===== src/hw/rtl/wfa_pkg.sv =====
// Shared types, codes and helpers of the wide fixed-point ALU.
`default_nettype none
package wfa_pkg;

	localparam int WFA_WORD_W  = 64;
	localparam int WFA_WIDE_W  = 128;
	localparam int WFA_HALF_W  = 32;
	localparam int WFA_DIV_BITS = 4;

	typedef enum logic [2:0] {
		OP_MUL_SHIFT      = 3'd0,
		OP_DIV_SHIFT      = 3'd1,
		OP_MUL_ADD_SHIFT  = 3'd2,
		OP_MUL_ADD3_SHIFT = 3'd3,
		OP_MUL_DIV        = 3'd4
	} op_t;

	// Item state from the product stages onwards, through the divider.
	typedef struct packed {
		logic [WFA_WORD_W-1:0] mres;
		logic                  is_div;
		logic                  dz;
		logic                  qneg;
		logic [WFA_WIDE_W-1:0] num;
		logic [WFA_WORD_W-1:0] dvs;
		logic [WFA_WORD_W-1:0] rem;
		logic [WFA_WORD_W-1:0] quo;
	} div_pl_t;

	function automatic logic [WFA_WORD_W-1:0] mag64(input logic [WFA_WORD_W-1:0] x);
		return x[WFA_WORD_W-1] ? (~x + 64'd1) : x;
	endfunction

endpackage
`default_nettype wire


===== src/hw/rtl/wfa_div_stage.sv =====
// One registered stage of the restoring divider, STEPS quotient bits per stage (WFA_DIV_BITS, four, by default).
`default_nettype none
module wfa_div_stage
	import wfa_pkg::*;
#(
	parameter int STEPS = WFA_DIV_BITS
) (
	input  wire logic    clk,
	input  wire logic    arst_n,
	input  wire logic    en,
	input  wire logic    in_valid,
	input  wire div_pl_t in_pl,
	output logic         out_valid,
	output div_pl_t      out_pl
);

	div_pl_t nxt;

	// Shift in a dividend bit, subtract when the divisor fits
	always_comb begin
		logic [64:0] r2;
		nxt = in_pl;
		for (int i = 0; i < STEPS; i++) begin
			r2      = {nxt.rem, nxt.num[127]};
			nxt.num = {nxt.num[126:0], 1'b0};
			if (r2 >= {1'b0, nxt.dvs}) begin
				r2      = r2 - {1'b0, nxt.dvs};
				nxt.quo = {nxt.quo[62:0], 1'b1};
			end else begin
				nxt.quo = {nxt.quo[62:0], 1'b0};
			end
			nxt.rem = r2[63:0];
		end
	end

	always_ff @(posedge clk or negedge arst_n) begin
		if (!arst_n) begin
			out_valid <= 1'b0;
		end else if (en) begin
			out_valid <= in_valid;
		end
	end

	always_ff @(posedge clk) begin
		if (en) begin
			out_pl <= nxt;
		end
	end

endmodule
`default_nettype wire


===== config.mk =====
export PLATFORM = sky130hd
export DESIGN_NAME = wfa_div_stage
export DESIGN_NICKNAME = d
export VERILOG_FILES = /design/src/hw/rtl/wfa_pkg.sv /design/src/hw/rtl/wfa_div_stage.sv
export SDC_FILE = /design/constraint.sdc
export NUM_CORES = 1
export LEC_CHECK = 0
export BUFFER_PORTS_ARGS = -buffer_cell sky130_fd_sc_hd__buf_4
export CAP_MARGIN = 20
export CORE_AREA = 2 2 302 304
export CTS_CLUSTER_DIAMETER = 200
export CTS_CLUSTER_SIZE = 20
export DETAILED_ROUTE_END_ITERATION = 8
export DIE_AREA = 0 0 304 306
export PLACE_DENSITY_LB_ADDON = 0.3
export SETUP_SLACK_MARGIN = 0.3
export SKIP_LAST_GASP = 1
export SYNTH_ARGS = -nofsm -noshare
export SYNTH_HDL_FRONTEND = slang
export SYNTH_SLANG_ARGS = --single-unit

===== constraint.sdc =====
create_clock -name clk -period 1.02 [get_ports clk]
set_input_delay 0.153 -clock clk [delete_from_list [all_inputs] [get_ports clk]]
set_output_delay 0.153 -clock clk [all_outputs]
set_load 0.005 [all_outputs]

==> results.py, run 1 <==
metrics = {
    "outcome": {
        "status": "complete, but fails checks",
        "violations": "negative hold slack, negative setup slack",
    },
    "pwr": {
        "p_per_area_nw_per_um2": 3370,
        "peakVddDrop_mv": 2.11,
        "leakagePower_uw": 0.0247,
    },
    "clock_tree": {
        "hold_buffers": 318,
        "h-tree-depth": 1,
        "cts_buffer_depth": 3,
        "cts_buffers": 23,
        "cts_tree": "built",
        "root_buffer": "clkbuf_16",
        "clock_sinks": 384,
        "clkTransAtPathRegs_ns": 0.11,
        "clk_latency_ns": 0.58,
    },
    "worst_setup_path": {
        "crit_path_frequent_cell": "buf_4",
        "path_buf_inv": 15,
        "required_ns": 1.39,
        "worst-setup-path-type": "input port to flop",
        "crit_path_start_kind": "input port",
        "cp_max_fo": 8,
        "crit_arrival_ns": 11.76,
        "end_kind": "flop",
        "slowest_stage": "or4_4",
        "cp_top_family": "compound AO/OA/AOI/OAI gates",
        "critPathMaxStageDelay_ns": 0.48,
    },
    "yosys": {
        "synthFlopType": "edfxtp_1",
        "syn_inst": 3026,
        "syn_area_um2": 29900,
        "yosys-top-cells-count": "383 x edfxtp_1, 279 x a21oi_1, 265 x nand2_1",
        "synth_edf_count": 383,
        "synthTopCellsByArea": "edfxtp_1 39%, ha_1 11%, a21oi_1 4.7%",
        "ys_ff_latch": 384,
        "yosysTopAreaCellShare_pct": 38.5,
        "yosysSeqAreaShare_pct": 38.6,
        "avgSynthCellArea_um2": 9.87,
        "synth.most_common_cell": "edfxtp_1",
        "synth.distinct_cells": 90,
        "yosys.area.top_type": "edfxtp_1",
        "ys_warn_count": 0,
        "synthArstFlopShare_pct": 0.260,
    },
    "floorplanning": {
        "die-area_um2": 93000,
        "dieHeight_um": 306,
        "initial_core_util_pct": 33.3,
        "core_um2": 89600,
        "ioPinCount": 779,
        "die_w_um": 304,
        "rows": 110,
    },
    "timing": {
        "fmax_ghz": 0.0878,
        "rsz0062_at_grt": "true",
        "skew_ns": 0,
        "worst_slew_pin_slew_ns": 0.563,
        "min_period_ns": 11.38,
        "slew_headroom_pct": 62.2,
        "setup_viol_count_final": 452,
        "fin_crit_sh_pct": 1120,
        "slew_viol_final": 0,
        "whs_ns": -0.0139,
        "hold_viol_final": 3,
        "layout_setup_ws_ns": -10.36,
    },
    "global_route": {
        "antenna_found_initial": 7,
        "grt_max_degree": 36,
        "grt_pass1_vias": 33672,
        "grt_first_pass_wirelength_um": 222000,
        "gr-total-overflow": 0,
        "grt_usage_pct": 32.1,
    },
    "detailed_routing": {
        "firstDrtPassIters": 6,
        "drt_iter0_markers": 2851,
        "antenna_left": 0,
        "via_per_inst": 5.30,
        "drc_errors": 0,
        "vias": 34918,
        "drt-total-wl_um": 161000,
        "routedWlPerCell_um": 24.4,
    },
    "cells_and_area": {
        "area_growth_pct": 80.2,
        "nets": 6049,
        "final_core_util_pct": 60.1,
        "drive_gt1_share_pct": 48.5,
    },
    "worst_hold_path": {
        "hp-class": "input port to flop",
    },
    "run": {
        "cap_violations": 0,
    },
    "place": {
        "dpl.hpwl_um": 130000,
        "routabilityCongestion": 1.03,
        "numPortBuffers": 770,
    },
}
-- worst register-to-register path: stages (launching register included) --
cell and delay [ns]:
dfrtp_1 0.41, buf_4 0.15, mux2_2 0.27
-- path summary, 6_finish.rpt --
kind                       cells past startpoint          end  slack [ns]       start
max                                           57  out_pl[126]      -10.36  in_pl[169]
min                                            2   out_pl[78]       -0.01          en
max reg2reg                                    2    out_valid        0.07   out_valid
min reg2reg                                    2    out_valid        0.71   out_valid
max in group asynchronous                      3    out_valid        0.46      arst_n
min in group asynchronous                      3    out_valid        0.45      arst_n
-- where the power goes --
part | switching, uW | total (uW) | internal (uW)
Combinational | 68500 | 147000 | 78700
Sequential | 1610 | 24400 | 22800
Clock | 5620 | 9840 | 4220
Total | 75700 | 181000 | 106000
-- cell type report --
| class | count | area (um2) |
|---|---|---|
| clock inverter | 3 | 28.8 |
| clock buffer | 32 | 609 |
| antenna | 6 | 15.0 |
| fill | 7532 | 35800 |
| sequential | 384 | 11500 |
| multi-input combinational | 2377 | 19100 |
| timing repair buffer | 2450 | 20400 |
| tap | 1176 | 1470 |
| inverter | 162 | 664 |
-- per-stage QoR --
| stage | setup TNS, ns | total power [uW] | instance area [um2] | instances | setup slack [ns] |
|---|---|---|---|---|---|
| 2_1_floorplan | -639.50 | 93000 | 30500 | 3029 | -9.73 |
| 3_3_place_gp | -742.23 | 155000 | 46900 | 6148 | -11.49 |
| 3_5_place_dp | -751.46 | 156000 | 46900 | 6148 | -11.58 |
| 4_1_cts | -780.28 | 171000 | 51300 | 6517 | -10.16 |
| 5_1_grt | -814.02 | 192000 | 53800 | 6590 | -10.65 |
| 6_report | -784.73 | 181000 | 53800 | 6590 | -10.36 |
-- sequential cells by signal, summed over array words and instances, names as in the netlist --
| register | cells |
|---|---|
| out_pl | 383 |
| out_valid | 1 |
-- cell families after synthesis --
group | after synthesis | share of synthesized area (%)
AOI/OAI and AO/OA | 927 | 19.9
and+or+nand+nor | 777 | 12.6
DFF | 384 | 38.6
buffers and inverters | 268 | 3.86
adders and majority gates | 260 | 11.0
xor gates and xnor gates | 214 | 6.28
muxes | 195 | 7.75
other | 1 | 0.0126
-- layout by cell type (no fill, tap or decap), drive strengths merged, types with 48 or more instances in the layout --
cell type	instances
a21o	120
o21ai	203
xnor2	145
a21oi	281
xor2	69
nand2	266
ha	256
buf	2122
nand4	59
inv	151
dlygate4sd3	318
edfxtp	383
nand3	71
nor2	144
nor3	48
o21bai	50
mux2	175
-- what timing repair did --
action,CTS,global route
resized for setup,103,457
setup buffers,12,60
endpoints found under the setup margin,453,453
pin swaps,26,96
cloned,4,7
hold endpoints to repair,320,3
-- layer usage --
metal  part of all wire [%]  wire (um)  GRT usage, %
met1                     41      65400          40.2
met2                     48      76900          55.1
met3                    6.3      10100          4.44
met4                    5.4       8660          14.4
met5                  0.011         17             0
(Power assumes the default switching activity.)
==> run 2: changes to the inputs <==
--- a/config.mk
+++ b/config.mk
@@ -7,11 +7,11 @@
 export LEC_CHECK = 0
 export BUFFER_PORTS_ARGS = -buffer_cell sky130_fd_sc_hd__buf_4
 export CAP_MARGIN = 20
-export CORE_AREA = 2 2 302 304
+export CORE_AREA = 2 2 306 308
 export CTS_CLUSTER_DIAMETER = 200
 export CTS_CLUSTER_SIZE = 20
 export DETAILED_ROUTE_END_ITERATION = 8
-export DIE_AREA = 0 0 304 306
+export DIE_AREA = 0 0 308 310
 export PLACE_DENSITY_LB_ADDON = 0.3
 export SETUP_SLACK_MARGIN = 0.3
 export SKIP_LAST_GASP = 1
==> results.py, run 2 (synthesis results as in run 1) <==
metrics = {
    "worst_setup_path": {
        "critPathMaxStageDelay_ns": 0.40,
        "worstRegToRegCells": 1,
        "slowest_stage": "o211ai_1",
        "crit_arrival_ns": 12.07,
        "r2r_slack_ns": 0.23,
        "cp_max_fo": 13,
        "end_kind": "flop",
        "crit_path_start_kind": "input port",
        "required_ns": 1.40,
        "reg2reg_to": "out_valid",
        "regToRegStartpoint": "out_valid",
        "worst-setup-path-type": "input port to flop",
    },
    "floorplanning": {
        "ioPinCount": 779,
        "die-area_um2": 95500,
        "die_w_um": 308,
        "rows": 112,
        "dieHeight_um": 310,
        "core_um2": 92500,
        "initial_core_util_pct": 32.3,
    },
    "timing": {
        "setup_tns_ns": -812.60,
        "slew_headroom_pct": 52.3,
        "setup_viol_count_final": 452,
        "fmax_ghz": 0.0855,
        "rsz0062_at_grt": "true",
        "slew_viol_final": 0,
        "fin_crit_sh_pct": 1150,
        "hold_viol_final": 0,
        "min_period_ns": 11.69,
        "skew_ns": 0,
        "layout_setup_ws_ns": -10.67,
        "worst_slew_pin_slew_ns": 0.709,
    },
    "clock_tree": {
        "cts_buffer_depth": 3,
        "h-tree-depth": 1,
        "cts_tree": "built",
        "cts_buffers": 23,
        "clkTransAtPathRegs_ns": 0.10,
        "root_buffer": "clkbuf_16",
        "clock_sinks": 384,
        "clk_latency_ns": 0.60,
    },
    "global_route": {
        "antenna_found_initial": 8,
        "gr-total-overflow": 0,
        "grt_max_degree": 27,
        "grt_pass1_vias": 33760,
        "grt_first_pass_wirelength_um": 222000,
        "grt_usage_pct": 31.5,
    },
    "detailed_routing": {
        "vias": 34490,
        "wl_met3_um": 10700,
        "routedWlPerCell_um": 24.1,
        "antenna_left": 0,
        "drt-total-wl_um": 160000,
        "firstDrtPassIters": 5,
        "topRoutingLayerUsed": "met5",
        "drc_errors": 0,
        "wl_met1_um": 65400,
        "drt_iter0_markers": 2901,
        "via_per_inst": 5.19,
        "wl_met2_um": 76400,
    },
    "worst_hold_path": {
        "min_path_cells": 4,
        "hp-start": "in_pl[316]",
        "holdPathEnd": "out_pl[64]",
        "hp-class": "input port to flop",
    },
    "place": {
        "routabilityCongestion": 0.990,
        "dpl.hpwl_um": 129000,
        "numPortBuffers": 770,
        "post_dp_cell_area_um2": 47300,
    },
    "cells_and_area": {
        "largestRegisters": "out_pl: 383 flops, out_valid: 1 flops",
        "drive_gt1_share_pct": 47.6,
        "postLayoutCellArea_um2": 54100,
        "layout_common_cells": "1883 x buf_4, 383 x edfxtp_1, 320 x dlygate4sd3_1",
        "area_growth_pct": 81.1,
        "regMostFlops": "out_pl",
        "nets": 6080,
        "largest_register_ffs": 383,
        "final_common_cell": "buf_4",
    },
    "pwr": {
        "p_per_area_nw_per_um2": 3340,
        "leakagePower_uw": 0.0250,
        "peakVddDrop_mv": 2.26,
    },
    "outcome": {
        "status": "complete, but fails checks",
        "violations": "negative setup slack",
    },
    "run": {
        "cap_violations": 0,
    },
}
## run 2: changes by cell type in the layout (fill, tap and decap cells not counted), sizes merged
cell	previous run	this run
clkbuf	40	39
nand2	266	267
dlygate4sd3	318	320
buf	2122	2151
inv	151	156
clkinvlp	13	8
diode	6	5
## run 2: how the worst max path moves through the flow
stage,depth (start not counted),endpoint,startpoint
4_1_cts,58,out_pl[82],in_pl[319]
3_3_place_gp,58,out_pl[66],in_pl[158]
2_1_floorplan,59,out_pl[92],in_pl[129]
5_1_grt,58,out_pl[121],in_pl[147]
3_5_place_dp,57,out_pl[86],in_pl[158]
6_report,59,out_pl[121],in_pl[147]
## run 2: per-layer routing
metal  track usage, %  vias up
li1                 -    16264
met3             4.40      270
met1             39.6    16658
met2             54.8     1290
met5                0        -
met4             11.6        8
## run 2: area by class of cell
class                   count  area [um2]
diodes                      5        12.5
clock buffers              32         609
clock inverters             3        28.8
fillers                  7916       38400
inverters                 162         646
multi-input cells        2378       18700
flip-flops and latches    384       11500
well taps                1197        1500
repair buffers           2480       21000
## run 2: stage by stage
stage               hold WS, ns  power [uW]  setup slack, ns  std cells  utilization [%]
CTS                      0.0177      173000           -10.52       6588             56.2
finish                   0.0480      181000           -10.67       6641             58.5
global placement        -0.0720      156000           -11.56       6203             51.2
detailed placement      -0.0714      157000           -11.68       6203             51.2
floorplan                -0.143       93000            -9.73       3029                -
global route             0.0223      192000           -11.00       6639             58.5
## run 2: report_power, final
group,switching (uW),internal [uW],total [uW]
Clock,5760,4210,9980
Sequential,1690,22800,24500
Combinational,67300,78800,146000
## run 2: critical path, delay by kind of cell
family                   cells  cell delay (ns)
buffers and inverters       14             2.12
AND/OR/NAND/NOR              4             0.39
AO/OA/AOI/OAI               34             7.40
multiplexers                 3             0.95
adder cells (fa/ha/maj)      4             1.00
## run 2: repair_timing
action                                 CTS  global route
gates resized for setup                107           379
cloned                                   6             7
pin swaps                               31            74
hold buffers                           320             0
setup buffers                           24            41
endpoints found under the hold margin  319             0
setup endpoints to repair              453           455
